--- config.mk ---
export PLATFORM = sky130hd
export DESIGN_NAME = dedup_packet_fifo_with_range_count_flat
export DESIGN_NICKNAME = d
export VERILOG_FILES = /design/src/hw/rtl/dpf_pkg.sv /design/src/hw/rtl/dpf_req_if.sv /design/src/hw/rtl/dpf_rsp_if.sv /design/src/hw/rtl/dedup_packet_fifo_with_range_count.sv /design/src/hw/rtl/dpf_ram.sv /design/src/hw/rtl/dpf_engine.sv /design/src/flat_wrapper.sv
export SDC_FILE = /design/constraint.sdc
export NUM_CORES = 2
export LEC_CHECK = 0
export BUFFER_PORTS_ARGS = -buffer_cell sky130_fd_sc_hd__buf_2
export CORE_MARGIN = 4
export CORE_UTILIZATION = 44
export DETAILED_ROUTE_END_ITERATION = 8
export PLACE_DENSITY = 0.57
export SLEW_MARGIN = 20
export SYNTH_ARGS = -nofsm -noshare
export SYNTH_HDL_FRONTEND = slang
export SYNTH_SLANG_ARGS = --single-unit
--- constraint.sdc ---
create_clock -name clk -period 11.65 [get_ports clk]
set_clock_uncertainty 0.2 [all_clocks]
set_input_delay 2.33 -clock clk [delete_from_list [all_inputs] [get_ports clk]]
set_output_delay 2.33 -clock clk [all_outputs]
set_load 0.1 [all_outputs]
--- src/hw/rtl/dpf_pkg.sv ---
// Package for the deduplicating packet FIFO.
// Holds sizes, command codes, stored-entry and result types, and pointer and limit helpers.
// No dependencies.
package dpf_pkg;

  localparam int DEPTH     = 64;
  localparam int ADDR_W    = (DEPTH > 1) ? $clog2(DEPTH) : 1;
  localparam int OCC_W     = $clog2(DEPTH + 1);
  localparam int CFG_W     = 7;
  localparam int CNT_W     = 7;
  localparam int CFG_RESET = 64;

  typedef logic [ADDR_W-1:0] addr_t;
  typedef logic [OCC_W-1:0]  occ_t;
  typedef logic [CFG_W-1:0]  cfg_t;
  typedef logic [CNT_W-1:0]  cnt_t;

  typedef enum logic [1:0] {
    CMD_ADD   = 2'd0,
    CMD_FWD   = 2'd1,
    CMD_COUNT = 2'd2,
    CMD_NONE  = 2'd3
  } cmd_t;

  typedef struct packed {
    logic [15:0] src;
    logic [15:0] dst;
    logic [31:0] ts;
  } entry_t;

  typedef struct packed {
    logic        ok;
    logic [15:0] src;
    logic [15:0] dst;
    logic [31:0] ts;
    cnt_t        cnt;
  } res_t;

  // Add two ring indexes, wrapping at DEPTH.
  function automatic addr_t wrap_add(addr_t a, addr_t b);
    logic [ADDR_W:0] s;
    s = {1'b0, a} + {1'b0, b};
    if (s >= (ADDR_W + 1)'(DEPTH)) s = s - (ADDR_W + 1)'(DEPTH);
    return s[ADDR_W-1:0];
  endfunction

  // Clamp the configured limit to 1..DEPTH.
  function automatic occ_t eff_limit(cfg_t v);
    occ_t r;
    if (v == '0) r = occ_t'(1);
    else if (32'(v) > DEPTH) r = occ_t'(DEPTH);
    else r = occ_t'(v);
    return r;
  endfunction

endpackage

--- src/hw/rtl/dpf_req_if.sv ---
// Request channel of the packet FIFO: valid/ready plus command word.
// Depends on nothing.
interface dpf_req_if;
  logic        valid;
  logic        ready;
  logic [1:0]  cmd;
  logic [15:0] src_addr;
  logic [15:0] destination;
  logic [31:0] timestamp;
  logic [31:0] start_time;
  logic [31:0] end_time;

  modport source (output valid, cmd, src_addr, destination, timestamp, start_time, end_time,
                  input ready);
  modport sink   (input valid, cmd, src_addr, destination, timestamp, start_time, end_time,
                  output ready);
endinterface

--- src/hw/rtl/dpf_rsp_if.sv ---
// Response channel of the packet FIFO: valid/ready plus result word.
// Depends on nothing.
interface dpf_rsp_if;
  logic        valid;
  logic        ready;
  logic        ok;
  logic [15:0] out_source;
  logic [15:0] out_destination;
  logic [31:0] out_timestamp;
  logic [6:0]  match_count;

  modport source (output valid, ok, out_source, out_destination, out_timestamp, match_count,
                  input ready);
  modport sink   (input valid, ok, out_source, out_destination, out_timestamp, match_count,
                  output ready);
endinterface

--- src/hw/rtl/dedup_packet_fifo_with_range_count.sv ---
// Deduplicating packet FIFO with range count. A command word is taken when the block is idle;
// add and count read every queued entry from the entry RAM, one per cycle, while forward
// reads at most the oldest entry and an unused command reads none. The entry RAM has a single
// read port. The result sits in an output register, so the next command can be taken while it
// waits; a second finished result holds the sequencer until that register drains. Reset clears
// no memory and needs no clearing pass.
// Depends on dpf_pkg, dpf_req_if, dpf_rsp_if and dpf_engine.
module dedup_packet_fifo_with_range_count (
  input  logic         clk,
  input  logic         rst,
  input  logic         cfg_wr_en,
  input  dpf_pkg::cfg_t cfg_wr_data,
  dpf_req_if.sink      req,
  dpf_rsp_if.source    rsp
);

  dpf_pkg::cfg_t limit_reg;
  dpf_pkg::occ_t lim;
  logic          res_valid;
  logic          res_ready;
  dpf_pkg::res_t res;
  logic          out_valid;
  dpf_pkg::res_t out_q;

  // Hold the limit register
  always_ff @(posedge clk) begin
    if (rst) begin
      limit_reg <= dpf_pkg::cfg_t'(dpf_pkg::CFG_RESET);
    end else if (cfg_wr_en) begin
      limit_reg <= cfg_wr_data;
    end
  end

  assign lim = dpf_pkg::eff_limit(limit_reg);

  dpf_engine u_engine (
    .clk       (clk),
    .rst       (rst),
    .req       (req),
    .lim       (lim),
    .res_valid (res_valid),
    .res_ready (res_ready),
    .res       (res)
  );

  // Output register: load a finished result when the slot is free or drains
  assign res_ready = !out_valid || rsp.ready;

  always_ff @(posedge clk) begin
    if (rst) begin
      out_valid <= 1'b0;
    end else if (res_valid && res_ready) begin
      out_valid <= 1'b1;
    end else if (rsp.ready) begin
      out_valid <= 1'b0;
    end
  end

  always_ff @(posedge clk) begin
    if (res_valid && res_ready) out_q <= res;
  end

  assign rsp.valid           = out_valid;
  assign rsp.ok              = out_q.ok;
  assign rsp.out_source      = out_q.src;
  assign rsp.out_destination = out_q.dst;
  assign rsp.out_timestamp   = out_q.ts;
  assign rsp.match_count     = out_q.cnt;

endmodule

--- src/hw/rtl/dpf_ram.sv ---
// Generic single-write, single-read synchronous RAM with registered read data.
// No dependencies.
module dpf_ram #(
  parameter int WIDTH = 8,
  parameter int DEPTH = 16
) (
  input  logic                                        clk,
  input  logic                                        we,
  input  logic [((DEPTH > 1) ? $clog2(DEPTH) : 1)-1:0] waddr,
  input  logic [WIDTH-1:0]                            wdata,
  input  logic                                        re,
  input  logic [((DEPTH > 1) ? $clog2(DEPTH) : 1)-1:0] raddr,
  output logic [WIDTH-1:0]                            rdata
);

  logic [WIDTH-1:0] mem [DEPTH];

  // Write port
  always_ff @(posedge clk) begin
    if (we) mem[waddr] <= wdata;
  end

  // Registered read port
  always_ff @(posedge clk) begin
    if (re) rdata <= mem[raddr];
  end

endmodule

--- src/hw/rtl/dpf_engine.sv ---
// Sequencer of the packet FIFO: ring pointers, entry scan and commit.
// Depends on dpf_pkg, dpf_req_if and dpf_ram.
module dpf_engine (
  input  logic              clk,
  input  logic              rst,
  dpf_req_if.sink           req,
  input  dpf_pkg::occ_t     lim,
  output logic              res_valid,
  input  logic              res_ready,
  output dpf_pkg::res_t     res
);

  typedef enum logic [1:0] {
    ST_IDLE,
    ST_SCAN,
    ST_DONE
  } state_t;

  state_t         state;
  dpf_pkg::cmd_t  cmd_q;
  logic [15:0]    src_q;
  logic [15:0]    dst_q;
  logic [31:0]    ts_q;
  logic [31:0]    lo_q;
  logic [31:0]    hi_q;
  dpf_pkg::addr_t head;
  dpf_pkg::addr_t tail;
  dpf_pkg::occ_t  occ;
  dpf_pkg::occ_t  idx;
  dpf_pkg::occ_t  scan_len;
  logic           rvalid;
  logic           hit;
  dpf_pkg::cnt_t  cnt;
  dpf_pkg::entry_t fwd;

  logic            rd_en;
  dpf_pkg::addr_t  rd_addr;
  dpf_pkg::entry_t rd_data;
  logic            wr_en;
  dpf_pkg::entry_t wr_data;
  logic            full_match;
  logic            range_match;
  logic            commit;
  logic            add_ok;
  dpf_pkg::occ_t   drop;
  dpf_pkg::addr_t  drop_a;
  dpf_pkg::occ_t   scan_len_next;

  // Entry store, one word per slot
  dpf_ram #(
    .WIDTH ($bits(dpf_pkg::entry_t)),
    .DEPTH (dpf_pkg::DEPTH)
  ) u_ram (
    .clk   (clk),
    .we    (wr_en),
    .waddr (tail),
    .wdata (wr_data),
    .re    (rd_en),
    .raddr (rd_addr),
    .rdata (rd_data)
  );

  // Issue one read per cycle, oldest entry first
  assign rd_en   = (state == ST_SCAN) && (idx < scan_len);
  assign rd_addr = dpf_pkg::wrap_add(head, dpf_pkg::addr_t'(idx));

  // Compare the word returned by the RAM
  assign full_match  = (rd_data.src == src_q) && (rd_data.dst == dst_q) &&
                       (rd_data.ts == ts_q);
  assign range_match = (rd_data.dst == dst_q) && (rd_data.ts >= lo_q) &&
                       (rd_data.ts <= hi_q);

  // Scan length per command
  always_comb begin
    unique case (dpf_pkg::cmd_t'(req.cmd))
      dpf_pkg::CMD_ADD:   scan_len_next = occ;
      dpf_pkg::CMD_COUNT: scan_len_next = occ;
      dpf_pkg::CMD_FWD:   scan_len_next = (occ != '0) ? dpf_pkg::occ_t'(1) : '0;
      default:            scan_len_next = '0;
    endcase
  end

  // Commit: evict down to one below the limit, then append
  assign commit  = (state == ST_DONE) && res_ready;
  assign add_ok  = (cmd_q == dpf_pkg::CMD_ADD) && !hit;
  assign drop    = (occ >= lim) ? (occ - lim + dpf_pkg::occ_t'(1)) : '0;
  assign drop_a  = (32'(drop) == dpf_pkg::DEPTH) ? '0 : dpf_pkg::addr_t'(drop);
  assign wr_en   = commit && add_ok;
  assign wr_data = '{src: src_q, dst: dst_q, ts: ts_q};

  // Result word
  assign res_valid = (state == ST_DONE);
  always_comb begin
    res = '0;
    unique case (cmd_q)
      dpf_pkg::CMD_ADD:   res.ok = !hit;
      dpf_pkg::CMD_FWD: begin
        if (occ != '0) begin
          res.ok  = 1'b1;
          res.src = fwd.src;
          res.dst = fwd.dst;
          res.ts  = fwd.ts;
        end
      end
      dpf_pkg::CMD_COUNT: res.cnt = cnt;
      default:            res = '0;
    endcase
  end

  assign req.ready = (state == ST_IDLE);

  // Control state, pointers and scan registers
  always_ff @(posedge clk) begin
    if (rst) begin
      state  <= ST_IDLE;
      head   <= '0;
      tail   <= '0;
      occ    <= '0;
      rvalid <= 1'b0;
    end else begin
      unique case (state)
        ST_IDLE: begin
          if (req.valid) begin
            cmd_q    <= dpf_pkg::cmd_t'(req.cmd);
            src_q    <= req.src_addr;
            dst_q    <= req.destination;
            ts_q     <= req.timestamp;
            lo_q     <= req.start_time;
            hi_q     <= req.end_time;
            scan_len <= scan_len_next;
            idx      <= '0;
            hit      <= 1'b0;
            cnt      <= '0;
            rvalid   <= 1'b0;
            state    <= ST_SCAN;
          end
        end
        ST_SCAN: begin
          rvalid <= rd_en;
          if (rd_en) idx <= idx + dpf_pkg::occ_t'(1);
          if (rvalid) begin
            fwd <= rd_data;
            if (cmd_q == dpf_pkg::CMD_ADD && full_match) hit <= 1'b1;
            if (cmd_q == dpf_pkg::CMD_COUNT && range_match) cnt <= cnt + dpf_pkg::cnt_t'(1);
          end
          if (!rd_en && !rvalid) state <= ST_DONE;
        end
        ST_DONE: begin
          if (res_ready) begin
            state <= ST_IDLE;
            if (add_ok) begin
              head <= dpf_pkg::wrap_add(head, drop_a);
              tail <= dpf_pkg::wrap_add(tail, dpf_pkg::addr_t'(1));
              occ  <= occ - drop + dpf_pkg::occ_t'(1);
            end else if (cmd_q == dpf_pkg::CMD_FWD && occ != '0) begin
              head <= dpf_pkg::wrap_add(head, dpf_pkg::addr_t'(1));
              occ  <= occ - dpf_pkg::occ_t'(1);
            end
          end
        end
        default: state <= ST_IDLE;
      endcase
    end
  end

`ifndef SYNTH
  // Occupancy stays within the ring
  a_occ_bound: assert property (@(posedge clk) disable iff (rst)
    32'(occ) <= dpf_pkg::DEPTH)
    else $error("occupancy above depth");

  // Tail always sits occupancy slots past head
  a_ring_consistent: assert property (@(posedge clk) disable iff (rst)
    (32'(occ) == dpf_pkg::DEPTH) ? (tail == head)
      : (dpf_pkg::wrap_add(head, dpf_pkg::addr_t'(occ)) == tail))
    else $error("head, tail and occupancy disagree");

  // An accepted add leaves occupancy within the limit
  a_add_limit: assert property (@(posedge clk) disable iff (rst)
    wr_en |=> (occ <= $past(lim)))
    else $error("add left occupancy above limit");

  // No RAM read while a write commits
  a_no_rw_overlap: assert property (@(posedge clk) disable iff (rst)
    !(wr_en && rd_en))
    else $error("read overlaps commit write");
`endif

endmodule

--- src/flat_wrapper.sv ---
// flat-port wrapper written by rule: the top's interface ports become plain ports
module dedup_packet_fifo_with_range_count_flat 
  (clk, rst, cfg_wr_en, cfg_wr_data, req_valid, req_cmd, req_src_addr, req_destination, req_timestamp, req_start_time, req_end_time, req_ready, rsp_valid, rsp_ok, rsp_out_source, rsp_out_destination, rsp_out_timestamp, rsp_match_count, rsp_ready);
  dpf_req_if req_i ();
  dpf_rsp_if rsp_i ();
  input  logic clk;
  input  logic rst;
  input  logic cfg_wr_en;
  input  dpf_pkg::cfg_t cfg_wr_data;
  input wire logic [$bits(req_i.valid)-1:0] req_valid;
  input wire logic [$bits(req_i.cmd)-1:0] req_cmd;
  input wire logic [$bits(req_i.src_addr)-1:0] req_src_addr;
  input wire logic [$bits(req_i.destination)-1:0] req_destination;
  input wire logic [$bits(req_i.timestamp)-1:0] req_timestamp;
  input wire logic [$bits(req_i.start_time)-1:0] req_start_time;
  input wire logic [$bits(req_i.end_time)-1:0] req_end_time;
  output wire logic [$bits(req_i.ready)-1:0] req_ready;
  output wire logic [$bits(rsp_i.valid)-1:0] rsp_valid;
  output wire logic [$bits(rsp_i.ok)-1:0] rsp_ok;
  output wire logic [$bits(rsp_i.out_source)-1:0] rsp_out_source;
  output wire logic [$bits(rsp_i.out_destination)-1:0] rsp_out_destination;
  output wire logic [$bits(rsp_i.out_timestamp)-1:0] rsp_out_timestamp;
  output wire logic [$bits(rsp_i.match_count)-1:0] rsp_match_count;
  input wire logic [$bits(rsp_i.ready)-1:0] rsp_ready;
  assign req_i.valid = req_valid;
  assign req_i.cmd = req_cmd;
  assign req_i.src_addr = req_src_addr;
  assign req_i.destination = req_destination;
  assign req_i.timestamp = req_timestamp;
  assign req_i.start_time = req_start_time;
  assign req_i.end_time = req_end_time;
  assign req_ready = req_i.ready;
  assign rsp_valid = rsp_i.valid;
  assign rsp_ok = rsp_i.ok;
  assign rsp_out_source = rsp_i.out_source;
  assign rsp_out_destination = rsp_i.out_destination;
  assign rsp_out_timestamp = rsp_i.out_timestamp;
  assign rsp_match_count = rsp_i.match_count;
  assign rsp_i.ready = rsp_ready;
  dedup_packet_fifo_with_range_count u_core (.clk(clk), .rst(rst), .cfg_wr_en(cfg_wr_en), .cfg_wr_data(cfg_wr_data), .req(req_i), .rsp(rsp_i));
endmodule
==> results.yml <==
placed_design:
  place_hpwl_um: 282000
  port_buffers: 215
  gp_congestion: 0.818
detailed_routing:
  first_pass_iters: 6
  wire_per_inst_um: 35.6
  finalWirelength_um: 474000
  vias_per_cell: 6.03
  drc: 0
  num_vias: 80400
  drt_iter0_markers: 10200
  drtAntennaViolNets: 0
floorplan:
  fp.dieW_um: 633
  io_pins: 216
  start_util_pct: 44.2
  core_mm2: 0.389
  core.rowCount: 229
  die_area_mm2: 0.401
  die_h_um: 633
synthesis:
  synth_area_mm2: 0.172
  ys.flop_type: "edfxtp_1"
  synth_most_common_cell: "edfxtp_1"
  synth_common_cells: "edfxtp_1, mux4_2, mux2i_1, clkbuf_1, nor2_1"
  synth-edff-count: 4448
  synth_top_cell_by_area: "edfxtp_1"
  syn_inst: 7095
  synthArstFlopShare_pct: 0
  yosysTopAreaCellShare_pct: 77.7
  synth_nets: 7352
  seq_area_frac_synth_pct: 78.0
  ys_types: 56
  synth-seq-cells: 4478
  synth_area_leaders: "edfxtp_1, mux4_2, mux2i_1"
  synth_area_per_cell_um2: 24.2
  yosys_warnings: 0
global_route:
  grt_max_degree: 111
  grt.overflow.total: 0
  grt_pass1_wl_um: 656000
  grt_use_total_pct: 23.5
  first_global_vias: 80200
  grt_antenna_before_repair: 40
run:
  cap_violations: 0
clock_tree:
  clockRootBuffer: "clkbuf_16"
  tritoncts: "built"
  cts_max_path_buffers: 4
  ctsResizeCount: 0
  cts_max_level: 5
  clk_pin_slew_ns: 0.07
  cts-buffers-inserted: 457
  clk_latency_ns: 1.00
  cts_hold_buf: 0
  clock-sinks: 4478
  cts_setup_buffers: 0
critical_path:
  cp_cell_sequence: "buf_2 -> nor2b_1 -> nor2_4 -> buf_4 -> nand2_1 -> nor2_1 -> nand2_1 -> nor2_4 -> buf_4"
  path_max_fanout: 43
  startpoint_type: "input pin"
  critical_path.max_stage_delay_ns: 1.08
  path_class: "input pin to flop"
  cp_num_buf_inv: 3
  crit_path_end_kind: "flop"
  reg2regPathDepth: 8
  worstPathArrival_ns: 6.70
  cp.required_ns: 12.03
  rrSetupSlack_ns: 5.64
  cpLargestDelayFamily: "simple AND/OR/NAND/NOR gates"
  cp_num_cells: 9
  cpMaxStageDelayCell: "nor2_4"
finish:
  syn_to_final_growth_pct: 14.0
  reg_top3: "u_core.u_engine.u_ram.mem x4096, u_core.u_engine.fwd x64, u_core.u_engine.u_ram.rdata x64"
  fillers: 30400
  largest_register_ffs: 4096
  fin_nets: 7980
  regMostFlops: "u_core.u_engine.u_ram.mem"
  drive_above_1_share_pct: 30.9
min_path:
  hp-class: "flop to flop"
  whs_path_depth: 0
sta:
  layout_min_cycle_time_ns: 6.33
  timing.fmax_mhz: 158
  maxSlewViolCount: 0
  min_period_over_period_pct: 54.3
  max_slew_margin_pct: 19.2
  hold_viol: 0
  hold_ws_ns: 0.299
  finalSetupViolations: 0
  fin_setup_tns_ns: 0
  tightest_slew_ns: 1.21
  rsz0062_at_grt: "no"
pwr:
  pwr_density_cell_mw_per_mm2: 176
  power_mw: 34.6
  peakVddDrop_uv: 151
  p_leak_nw: 61.6
outcome:
  status: "finished clean"
## routing by layer
layer | GRT usage [%] | vias up | part of all wire, %
met5 | 0 | - | 0.011
met4 | 6.32 | 8 | 2.8
met3 | 3.80 | 598 | 8.2
met2 | 37.4 | 3629 | 48
met1 | 34.0 | 44500 | 41
li1 | - | 31700 | -
## through the flow
stage               utilization [%]  instance area, um2  std cells  worst slack, ns
floorplan                         -              172000       7095             1.70
global placement               46.5              181000      12400             4.42
detailed placement             46.6              181000      12500             4.42
CTS                            50.3              196000      13300             5.46
global route                   50.4              196000      13300             5.27
finish                         50.4              196000      13300             5.32
## power by group
group	switching [mW]	internal, mW	leakage (nW)
clock network	6.21	8.15	7.13
logic	1.42	0.920	14.2
registers	0.0928	17.8	40.3
total	7.72	26.8	61.6
## path summary, 6_finish.rpt
kind,startpoint,end
worst min-delay path,u_core.u_engine.u_ram.rdata[59],u_core.u_engine.fwd[59]
worst max-delay path,rsp_ready,u_core.u_engine.u_ram.mem[10][40]
worst min register to register,u_core.u_engine.u_ram.rdata[59],u_core.u_engine.fwd[59]
worst max register to register,u_core.u_engine.idx[0],u_core.u_engine.u_ram.rdata[24]
## kinds of logic after synthesis
| logic type | after synthesis | synth area share, % |
|---|---|---|
| DFF | 4478 | 78.0 |
| muxes | 1480 | 17.9 |
| buffers and inverters | 432 | 1.15 |
| and+or+nand+nor | 366 | 1.07 |
| AOI/OAI and AO/OA | 145 | 0.536 |
| adders and majority gates | 115 | 0.863 |
| xor gates and xnor gates | 79 | 0.402 |
## cell usage in the layout (no fill, tap or decap), drive strengths merged, types with 10 or more instances in the layout
master | Yosys | layout
edfxtp | 4448 | 4448
mux4 | 1280 | 1280
clkbuf | 137 | 551
buf | 191 | 497
clkinv | 1 | 228
mux2i | 199 | 199
nor2 | 125 | 125
inv | 103 | 118
ha | 109 | 109
and2 | 76 | 76
nand2 | 52 | 52
a21oi | 50 | 50
xor2 | 43 | 43
bufinv | 0 | 42
xnor2 | 36 | 36
dfxtp | 30 | 30
o21ai | 26 | 26
nand4 | 23 | 23
diode | 0 | 19
a21o | 18 | 18
nand3 | 17 | 17
nor2b | 15 | 15
clkinvlp | 0 | 13
nor4 | 13 | 13
nand2b | 12 | 12
o211ai | 10 | 10
## final cells by class
class / instances / area [um2] / share of cell area [%]
Antenna cell: 19 / 47.5 / 0.0243
Clock buffer: 551 / 11800 / 6.02
Clock inverter: 297 / 2900 / 1.48
Inverter: 104 / 395 / 0.202
Multi-Input combinational cell: 2185 / 36500 / 18.6
Sequential cell: 4478 / 134000 / 68.5
Tap cell: 5197 / 6500 / 3.32
Timing Repair Buffer: 497 / 3710 / 1.89
No activity file was read; power rests on OpenSTA's default activity.
